### src/rtl/core/jfw_pkg.sv
package jfw_pkg;

    localparam int CHAR_W      = 8;
    localparam int LIMIT_W     = 9;
    localparam int BAND_W      = 8;
    localparam int PERIOD_W    = 10;
    localparam int CFG_DATA_W  = 10;
    localparam int CFG_INDEX_W = 2;
    localparam int AXIS_W      = 14;
    localparam int DRIVE_W     = 15;
    localparam int NUM_STAGES  = 6;

    localparam logic [CFG_INDEX_W-1:0] CFG_SPEED_LIMIT = 2'd0;
    localparam logic [CFG_INDEX_W-1:0] CFG_DEAD_BAND   = 2'd1;
    localparam logic [CFG_INDEX_W-1:0] CFG_PWM_PERIOD  = 2'd2;

    localparam logic [LIMIT_W-1:0]  SPEED_LIMIT_RESET = 9'd499;
    localparam logic [BAND_W-1:0]   DEAD_BAND_RESET   = 8'd20;
    localparam logic [PERIOD_W-1:0] PWM_PERIOD_RESET  = 10'd500;

    localparam int DIGIT_BASE    = 48;
    localparam int AXIS_IN_LOW   = 10;
    localparam int AXIS_OUT_SPAN = 127;
    // tens*10 + ones - 11*'0' - low end of the axis range
    localparam int AXIS_BIAS     = DIGIT_BASE * 11 + AXIS_IN_LOW;

    // axis scale 254/80 = 127/40, the /40 done as >>3 then /5
    localparam int                AXIS_PRE_SHIFT = 3;
    localparam logic [15:0]       DIV5_RECIP     = 16'hCCCD;
    localparam int                DIV5_SHIFT     = 18;
    // drive scale 2*lim/254 = lim/127
    localparam logic [23:0]       DIV127_RECIP   = 24'd8454661;
    localparam int                DIV127_SHIFT   = 30;

    typedef struct packed {
        logic first;
        logic mid;
        logic last;
    } jfw_stage_en_t;

    typedef struct packed {
        logic [LIMIT_W-1:0]  speed_limit;
        logic [BAND_W-1:0]   dead_band;
        logic [PERIOD_W-1:0] pwm_period;
    } jfw_cfg_t;

    typedef struct packed {
        logic [PERIOD_W-1:0] direct_cmp;
        logic                direct_dir;
        logic [PERIOD_W-1:0] inv_cmp;
        logic                inv_dir;
    } jfw_wheel_pair_t;

endpackage

### src/rtl/core/jfw_channels.sv
interface jfw_in_if;
    logic                      valid;
    logic                      ready;
    logic [jfw_pkg::CHAR_W-1:0] x_tens_char;
    logic [jfw_pkg::CHAR_W-1:0] x_ones_char;
    logic [jfw_pkg::CHAR_W-1:0] y_tens_char;
    logic [jfw_pkg::CHAR_W-1:0] y_ones_char;

    modport source (
        output valid, x_tens_char, x_ones_char, y_tens_char, y_ones_char,
        input  ready
    );
    modport sink (
        input  valid, x_tens_char, x_ones_char, y_tens_char, y_ones_char,
        output ready
    );
endinterface

interface jfw_out_if;
    logic                        valid;
    logic                        ready;
    logic [jfw_pkg::PERIOD_W-1:0] front_left_compare;
    logic                        front_left_dir;
    logic [jfw_pkg::PERIOD_W-1:0] front_right_compare;
    logic                        front_right_dir;
    logic [jfw_pkg::PERIOD_W-1:0] rear_right_compare;
    logic                        rear_right_dir;
    logic [jfw_pkg::PERIOD_W-1:0] rear_left_compare;
    logic                        rear_left_dir;

    modport source (
        output valid, front_left_compare, front_left_dir, front_right_compare,
               front_right_dir, rear_right_compare, rear_right_dir,
               rear_left_compare, rear_left_dir,
        input  ready
    );
    modport sink (
        input  valid, front_left_compare, front_left_dir, front_right_compare,
               front_right_dir, rear_right_compare, rear_right_dir,
               rear_left_compare, rear_left_dir,
        output ready
    );
endinterface

### src/rtl/core/jfw_axis.sv
module jfw_axis (
    input  logic                               clk,
    input  jfw_pkg::jfw_stage_en_t             en,
    input  logic [jfw_pkg::CHAR_W-1:0]         tens_char,
    input  logic [jfw_pkg::CHAR_W-1:0]         ones_char,
    output logic signed [jfw_pkg::AXIS_W-1:0]  axis
);

    logic [jfw_pkg::CHAR_W-1:0]        tens_reg;
    logic [jfw_pkg::CHAR_W-1:0]        ones_reg;
    logic [15:0]                       scaled_reg;
    logic [15:0]                       scaled_next;
    logic                              neg_reg;
    logic                              neg_next;
    logic signed [jfw_pkg::AXIS_W-1:0] axis_reg;
    logic signed [jfw_pkg::AXIS_W-1:0] axis_next;

    logic [11:0]        raw;
    logic signed [12:0] offset;
    logic [12:0]        offset_flip;
    logic [11:0]        mag;
    logic [18:0]        times127;
    logic [31:0]        recip_prod;
    logic [12:0]        quot;
    logic signed [jfw_pkg::AXIS_W-1:0] quot_s;
    logic signed [jfw_pkg::AXIS_W-1:0] span_s;

    // digits to magnitude of (a - low) * 127 / 8
    always_comb
    begin
        raw         = 12'(tens_reg) * 12'd10 + 12'(ones_reg);
        offset      = $signed({1'b0, raw}) - $signed(13'(jfw_pkg::AXIS_BIAS));
        offset_flip = 13'(-offset);
        neg_next    = offset[12];
        mag         = offset[12] ? offset_flip[11:0] : offset[11:0];
        times127    = {mag, 7'b0} - {7'b0, mag};
        scaled_next = times127[18:jfw_pkg::AXIS_PRE_SHIFT];
    end

    // divide by 5, restore sign, shift down by the span
    always_comb
    begin
        recip_prod = 32'(scaled_reg) * 32'(jfw_pkg::DIV5_RECIP);
        quot       = recip_prod[jfw_pkg::DIV5_SHIFT +: 13];
        quot_s     = $signed({1'b0, quot});
        span_s     = $signed(14'(jfw_pkg::AXIS_OUT_SPAN));
        axis_next  = neg_reg ? (-quot_s - span_s) : (quot_s - span_s);
    end

    always_ff @(posedge clk)
    begin
        if (en.first)
        begin
            tens_reg <= tens_char;
            ones_reg <= ones_char;
        end
        if (en.mid)
        begin
            scaled_reg <= scaled_next;
            neg_reg    <= neg_next;
        end
        if (en.last)
        begin
            axis_reg <= axis_next;
        end
    end

    assign axis = axis_reg;

endmodule

### src/rtl/core/jfw_drive.sv
module jfw_drive (
    input  logic                               clk,
    input  jfw_pkg::jfw_stage_en_t             en,
    input  jfw_pkg::jfw_cfg_t                  cfg,
    input  logic signed [jfw_pkg::DRIVE_W-1:0] drive,
    output jfw_pkg::jfw_wheel_pair_t           wheels
);

    logic [22:0]               prod_reg;
    logic [22:0]               prod_next;
    logic                      neg_c_reg;
    logic                      neg_c_next;
    logic [15:0]               quot_reg;
    logic [15:0]               quot_next;
    logic                      neg_d_reg;
    jfw_pkg::jfw_wheel_pair_t  wheels_reg;
    jfw_pkg::jfw_wheel_pair_t  wheels_next;

    logic signed [15:0] biased;
    logic [15:0]        biased_flip;
    logic [13:0]        bmag;
    logic [46:0]        recip_prod;
    logic signed [17:0] quot_s;
    logic signed [17:0] lim_s;
    logic signed [17:0] band_s;
    logic signed [17:0] v_raw;
    logic signed [17:0] v_band;
    logic signed [17:0] v_clamp;
    logic [17:0]        v_flip;
    logic               v_neg;
    logic [8:0]         v_mag;
    logic [jfw_pkg::PERIOD_W-1:0] period_minus;

    // |d + 127| * lim
    always_comb
    begin
        biased      = $signed({drive[jfw_pkg::DRIVE_W-1], drive})
                      + $signed(16'(jfw_pkg::AXIS_OUT_SPAN));
        biased_flip = 16'(-biased);
        neg_c_next  = biased[15];
        bmag        = biased[15] ? biased_flip[13:0] : biased[13:0];
        prod_next   = 23'(bmag) * 23'(cfg.speed_limit);
    end

    // divide by 127
    always_comb
    begin
        recip_prod = 47'(prod_reg) * 47'(jfw_pkg::DIV127_RECIP);
        quot_next  = recip_prod[jfw_pkg::DIV127_SHIFT +: 16];
    end

    // sign, offset, dead band, clamp, compare values
    always_comb
    begin
        quot_s = $signed({2'b0, quot_reg});
        lim_s  = $signed({9'b0, cfg.speed_limit});
        band_s = $signed({10'b0, cfg.dead_band});
        v_raw  = neg_d_reg ? (-quot_s - lim_s) : (quot_s - lim_s);

        v_band = v_raw;
        if (v_raw < band_s && v_raw > -band_s)
        begin
            v_band = '0;
        end

        priority if (v_band > lim_s)
        begin
            v_clamp = lim_s;
        end
        else if (v_band < -lim_s)
        begin
            v_clamp = -lim_s;
        end
        else
        begin
            v_clamp = v_band;
        end

        v_neg        = v_clamp[17];
        v_flip       = 18'(-v_clamp);
        v_mag        = v_neg ? v_flip[8:0] : v_clamp[8:0];
        period_minus = cfg.pwm_period - {1'b0, v_mag};

        wheels_next.direct_cmp = v_neg ? period_minus : {1'b0, v_mag};
        wheels_next.direct_dir = !v_neg;
        wheels_next.inv_cmp    = v_neg ? {1'b0, v_mag} : period_minus;
        wheels_next.inv_dir    = v_neg;
    end

    always_ff @(posedge clk)
    begin
        if (en.first)
        begin
            prod_reg  <= prod_next;
            neg_c_reg <= neg_c_next;
        end
        if (en.mid)
        begin
            quot_reg  <= quot_next;
            neg_d_reg <= neg_c_reg;
        end
        if (en.last)
        begin
            wheels_reg <= wheels_next;
        end
    end

    assign wheels = wheels_reg;

endmodule

### src/rtl/core/joystick_four_wheel_pwm_mixer.sv
// throughput: one item per cycle while the output is not stalled, six register
//   stages (input, two axis stages, drive product, reciprocal divide, output)
// a stalled output holds its item; the stages behind it keep filling bubbles
// reset: stage valid bits cleared, speed_limit 499, dead_band 20, pwm_period 500
module joystick_four_wheel_pwm_mixer (
    input  logic                                clk,
    input  logic                                rst_n,
    jfw_in_if.sink                              in_ch,
    jfw_out_if.source                           out_ch,
    input  logic                                cfg_wr_en,
    input  logic [jfw_pkg::CFG_INDEX_W-1:0]     cfg_index,
    input  logic [jfw_pkg::CFG_DATA_W-1:0]      cfg_data
);

    localparam int NS = jfw_pkg::NUM_STAGES;

    logic [NS-1:0] valid_reg;
    logic [NS-1:0] valid_next;
    logic [NS-1:0] load;

    logic [jfw_pkg::LIMIT_W-1:0]  speed_limit_reg;
    logic [jfw_pkg::BAND_W-1:0]   dead_band_reg;
    logic [jfw_pkg::PERIOD_W-1:0] pwm_period_reg;

    jfw_pkg::jfw_cfg_t        cfg;
    jfw_pkg::jfw_stage_en_t   axis_en;
    jfw_pkg::jfw_stage_en_t   drive_en;
    jfw_pkg::jfw_wheel_pair_t sum_wheels;
    jfw_pkg::jfw_wheel_pair_t diff_wheels;

    logic signed [jfw_pkg::AXIS_W-1:0]  x_axis;
    logic signed [jfw_pkg::AXIS_W-1:0]  y_axis;
    logic signed [jfw_pkg::DRIVE_W-1:0] sum_drive;
    logic signed [jfw_pkg::DRIVE_W-1:0] diff_drive;

    // a stage takes a new item when empty or when its item moves on
    always_comb
    begin
        load[NS-1] = !valid_reg[NS-1] || out_ch.ready;
        for (int i = NS - 2; i >= 0; i--)
        begin
            load[i] = !valid_reg[i] || load[i+1];
        end
        valid_next = ({valid_reg[NS-2:0], in_ch.valid} & load) | (valid_reg & ~load);
    end

    always_ff @(posedge clk or negedge rst_n)
    begin
        if (!rst_n)
        begin
            valid_reg <= '0;
        end
        else
        begin
            valid_reg <= valid_next;
        end
    end

    always_ff @(posedge clk or negedge rst_n)
    begin
        if (!rst_n)
        begin
            speed_limit_reg <= jfw_pkg::SPEED_LIMIT_RESET;
            dead_band_reg   <= jfw_pkg::DEAD_BAND_RESET;
            pwm_period_reg  <= jfw_pkg::PWM_PERIOD_RESET;
        end
        else if (cfg_wr_en)
        begin
            unique case (cfg_index)
                jfw_pkg::CFG_SPEED_LIMIT: speed_limit_reg <= cfg_data[jfw_pkg::LIMIT_W-1:0];
                jfw_pkg::CFG_DEAD_BAND:   dead_band_reg   <= cfg_data[jfw_pkg::BAND_W-1:0];
                jfw_pkg::CFG_PWM_PERIOD:  pwm_period_reg  <= cfg_data;
                default:
                begin
                end
            endcase
        end
    end

    assign cfg.speed_limit = speed_limit_reg;
    assign cfg.dead_band   = dead_band_reg;
    assign cfg.pwm_period  = pwm_period_reg;

    assign axis_en.first  = load[0];
    assign axis_en.mid    = load[1];
    assign axis_en.last   = load[2];
    assign drive_en.first = load[3];
    assign drive_en.mid   = load[4];
    assign drive_en.last  = load[5];

    jfw_axis u_x_axis (
        .clk       (clk),
        .en        (axis_en),
        .tens_char (in_ch.x_tens_char),
        .ones_char (in_ch.x_ones_char),
        .axis      (x_axis)
    );

    jfw_axis u_y_axis (
        .clk       (clk),
        .en        (axis_en),
        .tens_char (in_ch.y_tens_char),
        .ones_char (in_ch.y_ones_char),
        .axis      (y_axis)
    );

    assign sum_drive  = $signed({y_axis[jfw_pkg::AXIS_W-1], y_axis})
                        + $signed({x_axis[jfw_pkg::AXIS_W-1], x_axis});
    assign diff_drive = $signed({y_axis[jfw_pkg::AXIS_W-1], y_axis})
                        - $signed({x_axis[jfw_pkg::AXIS_W-1], x_axis});

    jfw_drive u_sum_drive (
        .clk    (clk),
        .en     (drive_en),
        .cfg    (cfg),
        .drive  (sum_drive),
        .wheels (sum_wheels)
    );

    jfw_drive u_diff_drive (
        .clk    (clk),
        .en     (drive_en),
        .cfg    (cfg),
        .drive  (diff_drive),
        .wheels (diff_wheels)
    );

    assign in_ch.ready = load[0];

    assign out_ch.valid               = valid_reg[NS-1];
    assign out_ch.front_left_compare  = sum_wheels.direct_cmp;
    assign out_ch.front_left_dir      = sum_wheels.direct_dir;
    assign out_ch.rear_right_compare  = sum_wheels.inv_cmp;
    assign out_ch.rear_right_dir      = sum_wheels.inv_dir;
    assign out_ch.front_right_compare = diff_wheels.inv_cmp;
    assign out_ch.front_right_dir     = diff_wheels.inv_dir;
    assign out_ch.rear_left_compare   = diff_wheels.direct_cmp;
    assign out_ch.rear_left_dir       = diff_wheels.direct_dir;

endmodule

### src/flat_wrapper.sv
// flat-port wrapper written by rule: the top's interface ports become plain ports
module joystick_four_wheel_pwm_mixer_flat 
  (clk, rst_n, cfg_wr_en, cfg_index, cfg_data, in_ch_valid, in_ch_x_tens_char, in_ch_x_ones_char, in_ch_y_tens_char, in_ch_y_ones_char, in_ch_ready, out_ch_valid, out_ch_front_left_compare, out_ch_front_left_dir, out_ch_front_right_compare, out_ch_front_right_dir, out_ch_rear_right_compare, out_ch_rear_right_dir, out_ch_rear_left_compare, out_ch_rear_left_dir, out_ch_ready);
  jfw_in_if in_ch_i ();
  jfw_out_if out_ch_i ();
  input  logic clk;
  input  logic rst_n;
  input  logic cfg_wr_en;
  input  logic [jfw_pkg::CFG_INDEX_W-1:0] cfg_index;
  input  logic [jfw_pkg::CFG_DATA_W-1:0] cfg_data;
  input wire logic [$bits(in_ch_i.valid)-1:0] in_ch_valid;
  input wire logic [$bits(in_ch_i.x_tens_char)-1:0] in_ch_x_tens_char;
  input wire logic [$bits(in_ch_i.x_ones_char)-1:0] in_ch_x_ones_char;
  input wire logic [$bits(in_ch_i.y_tens_char)-1:0] in_ch_y_tens_char;
  input wire logic [$bits(in_ch_i.y_ones_char)-1:0] in_ch_y_ones_char;
  output wire logic [$bits(in_ch_i.ready)-1:0] in_ch_ready;
  output wire logic [$bits(out_ch_i.valid)-1:0] out_ch_valid;
  output wire logic [$bits(out_ch_i.front_left_compare)-1:0] out_ch_front_left_compare;
  output wire logic [$bits(out_ch_i.front_left_dir)-1:0] out_ch_front_left_dir;
  output wire logic [$bits(out_ch_i.front_right_compare)-1:0] out_ch_front_right_compare;
  output wire logic [$bits(out_ch_i.front_right_dir)-1:0] out_ch_front_right_dir;
  output wire logic [$bits(out_ch_i.rear_right_compare)-1:0] out_ch_rear_right_compare;
  output wire logic [$bits(out_ch_i.rear_right_dir)-1:0] out_ch_rear_right_dir;
  output wire logic [$bits(out_ch_i.rear_left_compare)-1:0] out_ch_rear_left_compare;
  output wire logic [$bits(out_ch_i.rear_left_dir)-1:0] out_ch_rear_left_dir;
  input wire logic [$bits(out_ch_i.ready)-1:0] out_ch_ready;
  assign in_ch_i.valid = in_ch_valid;
  assign in_ch_i.x_tens_char = in_ch_x_tens_char;
  assign in_ch_i.x_ones_char = in_ch_x_ones_char;
  assign in_ch_i.y_tens_char = in_ch_y_tens_char;
  assign in_ch_i.y_ones_char = in_ch_y_ones_char;
  assign in_ch_ready = in_ch_i.ready;
  assign out_ch_valid = out_ch_i.valid;
  assign out_ch_front_left_compare = out_ch_i.front_left_compare;
  assign out_ch_front_left_dir = out_ch_i.front_left_dir;
  assign out_ch_front_right_compare = out_ch_i.front_right_compare;
  assign out_ch_front_right_dir = out_ch_i.front_right_dir;
  assign out_ch_rear_right_compare = out_ch_i.rear_right_compare;
  assign out_ch_rear_right_dir = out_ch_i.rear_right_dir;
  assign out_ch_rear_left_compare = out_ch_i.rear_left_compare;
  assign out_ch_rear_left_dir = out_ch_i.rear_left_dir;
  assign out_ch_i.ready = out_ch_ready;
  joystick_four_wheel_pwm_mixer u_core (.clk(clk), .rst_n(rst_n), .in_ch(in_ch_i), .out_ch(out_ch_i), .cfg_wr_en(cfg_wr_en), .cfg_index(cfg_index), .cfg_data(cfg_data));
endmodule
### config.mk
export PLATFORM = sky130hd
export DESIGN_NAME = joystick_four_wheel_pwm_mixer_flat
export DESIGN_NICKNAME = d
export VERILOG_FILES = /design/src/rtl/core/jfw_pkg.sv /design/src/rtl/core/jfw_channels.sv /design/src/rtl/core/jfw_axis.sv /design/src/rtl/core/jfw_drive.sv /design/src/rtl/core/joystick_four_wheel_pwm_mixer.sv /design/src/flat_wrapper.sv
export SDC_FILE = /design/constraint.sdc
export NUM_CORES = 2
export LEC_CHECK = 0
export ABC_AREA = 1
export BUFFER_PORTS_ARGS = -buffer_cell sky130_fd_sc_hd__buf_2
export CAP_MARGIN = 20
export CORE_MARGIN = 2
export CORE_UTILIZATION = 60
export DETAILED_ROUTE_END_ITERATION = 7
export PLACE_DENSITY = 0.77
export SYNTH_ARGS = -nofsm -noshare
export SYNTH_HDL_FRONTEND = slang
export SYNTH_HIERARCHICAL = 1
export SYNTH_SLANG_ARGS = --single-unit
### constraint.sdc
create_clock -name clk -period 10.05 [get_ports clk]
set_clock_uncertainty 0.05 [all_clocks]
set_input_delay 1.5075 -clock clk [delete_from_list [all_inputs] [get_ports clk]]
set_output_delay 1.5075 -clock clk [all_outputs]
set_load 0.03 [all_outputs]
==> summary.txt <==
STA
  – F_max: 109 MHz
  – Min Tclk post-route: 9.20 ns
  – Final Hold Slack: 0.396 ns
  – Headroom to the max-slew limit: 36.6%
  – RSZ-0062 raised after global routing: true
  – Fin. Hold Viols: 0
  – Fin crit share: 91.5%
  – Max Slew Vio Count: 0
  – Slew @ Worst Pin: 0.941 ns
  – Finish-stage setup viols: 0
  – TNS Setup: 0 ns

Routing
  – Routed wire length: 121,000 um
  – Routed wire length per instance: 15.8 um
  – Final ANT Viol Nets: 0
  – # DRC: 0
  – Drt via density: 5.47
  – DRT iter0 DRCs: 2,623
  – First-pass iteration count of the detailed router: 6
  – Via count: 41,900

Synth
  – Mean Syn Cell Area: 7.73 um2
  – Ys flop type: edfxtp_1
  – Synthesized area: 0.0500 mm2
  – Syn nets: 7,864
  – Seq/Total Area, Yosys: 14.9%
  – EDFF count, synth: 220
  – Yosys cell types: 71
  – Post-synth ARST share: 13.0%
  – Gate Count Post-Synth: 6,465
  – Ys Warns: 6
  – Synth Register Bits: 253

Floorplanning
  – DIE WIDTH: 293 um
  – Initial Util: 60.7%
  – Row count: 105
  – I/O Pins: 95
  – Die area: 0.0856 mm2
  – Core area: 0.0822 mm2
  – Die height: 293 um

Worst setup path
  – CP Data Required Time: 10.37 ns
  – CP dominant cell by count: nand2_1
  – Max incr delay on CP: 0.53 ns
  – Crit. End Element: flip-flop
  – Startpoint types: flip-flop
  – Setup CP Type: flip-flop to flip-flop
  – Critical path's slowest cell: dfstp_2
  – Max FO, Critical Path: 22
  – Worst EP arrival: 9.52 ns

Clocking
  – CTS tree: yes
  – CTS buffer count: 31
  – Clk_lat worst skew: 0.62 ns
  – H-tree depth: 1
  – Clock-pin slew on the worst setup and hold paths: 0.06 ns
  – CTS Root Cell: clkbuf_16
  – CTS Buffer Depth: 3
  – CTS Sinks: 253
  – Postcts setup bufs: 0

Layout
  – Area growth syn-to-layout: 5.56%
  – ANT cells: 0
  – Multi-input logic area: 0.0371 mm2
  – Commonest non-fill, non-tap cell in the layout: nand2_1
  – Layout cell share with drive strength beyond 1: 7.45%
  – Fillers: 7,166
  – Sequential cell area: 0.00745 mm2
  – Layout Nets: 7,955
  – Commonest non-fill, non-tap cells in the layout: nand2_1, inv_1, ha_1, nor2_1, fa_1

Global route
  – All-Layer GR Usage: 28.8%
  – First-pass GRT wire length: 203,000 um
  – Total gr overflow: 0
  – Initial antenna violation count: 1
  – Pin count of the biggest net entering global routing: 49
  – Vias in the first global route: 41,800

Placement
  – Port Buffers: 94
  – RePlAce Congestion: 1.02
  – Detailed placement HPWL: 103,000 um

Outcome
  – Outcome: finished clean

Flow run
  – Max-cap violation count: 0

Worst hold path
  – Min-Delay Path Class: flip-flop to flip-flop
## worst max-delay path, delay by kind of cell, from the launching register on
| kind | cells | cell delay [ns] |
|---|---|---|
| AOI/OAI and AO/OA | 7 | 1.18 |
| and+or+nand+nor | 35 | 3.49 |
| adders and majority gates | 6 | 2.18 |
| DFF | 1 | 0.53 |
| buffers and inverters | 10 | 1.45 |
## path summary, 6_finish.rpt
check                                                   start                        endpoint  slack [ns]  depth (start not counted)
worst max-delay path                u_core/speed_limit_reg[1]  u_core/u_diff_drive/wheels[21]        0.85                         58
worst min-delay path            u_core/u_diff_drive/neg_c_reg   u_core/u_diff_drive/neg_d_reg        0.40                          0
worst max register to register      u_core/speed_limit_reg[1]  u_core/u_diff_drive/wheels[21]        0.85                         58
worst min register to register  u_core/u_diff_drive/neg_c_reg   u_core/u_diff_drive/neg_d_reg        0.40                          0
max in group asynchronous                               rst_n                       async pin        8.41                          1
min in group asynchronous                               rst_n                       async pin        0.95                          1
## logic make-up after synthesis
family          synth area share [%]
simple gates                    23.4
fa+ha+maj                       40.0
flops                           14.9
buf+inv                         10.8
mux                           0.0225
xor+xnor                        3.89
compound gates                  6.94
## layer usage
metal | GRT usage, % | vias to the layer above | wire [um] | share of wire (%)
met3 | 3.01 | 304 | 6440 | 5.3
met4 | 9.63 | 2 | 4540 | 3.7
met5 | 0 | - | 14 | 0.012
met1 | 37.1 | 19500 | 51900 | 43
met2 | 50.4 | 1211 | 58300 | 48
li1 | - | 20800 | - | -
## area by class of cell
class / instances / area share [%]
clock buffers: 35 / 1.50
clock inverters: 22 / 0.458
inverters: 1345 / 9.59
multi-input cells: 4796 / 70.4
flip-flops and latches: 253 / 14.1
well taps: 1070 / 2.54
repair buffers: 129 / 1.43
## through the flow
step	worst slack, ns	cell area, um2	cells	util, %
after floorplan	1.71	50000	6465	-
after global placement	1.00	51700	7591	62.8
after detailed placement	0.790	51700	7592	62.8
after CTS	0.734	52700	7649	64.1
after global routing	0.000895	52700	7650	64.1
final	0.850	52700	7650	64.1
## repair_timing
action	4_1_cts	5_1_grt
hold buffers	0	0
setup endpoints to repair	0	5
resized for setup	0	4
## synth_stat cells, types with 45 or more instances
cell / n / area [um2]
nand2_1: 1465 / 5500
inv_1: 1281 / 4810
ha_1: 940 / 11800
nor2_1: 432 / 1620
fa_1: 410 / 8210
nand3_1: 341 / 1710
a21oi_1: 238 / 1190
edfxtp_1: 220 / 6610
o21ai_0: 181 / 906
xor2_1: 166 / 1450
nand4_1: 90 / 563
nand2_2: 67 / 419
inv_2: 52 / 195
xnor2_1: 52 / 455
nor3_1: 45 / 225
Power is not shown: default switching activity piles up to over one toggle a cycle in this logic, so the estimate is an artifact.
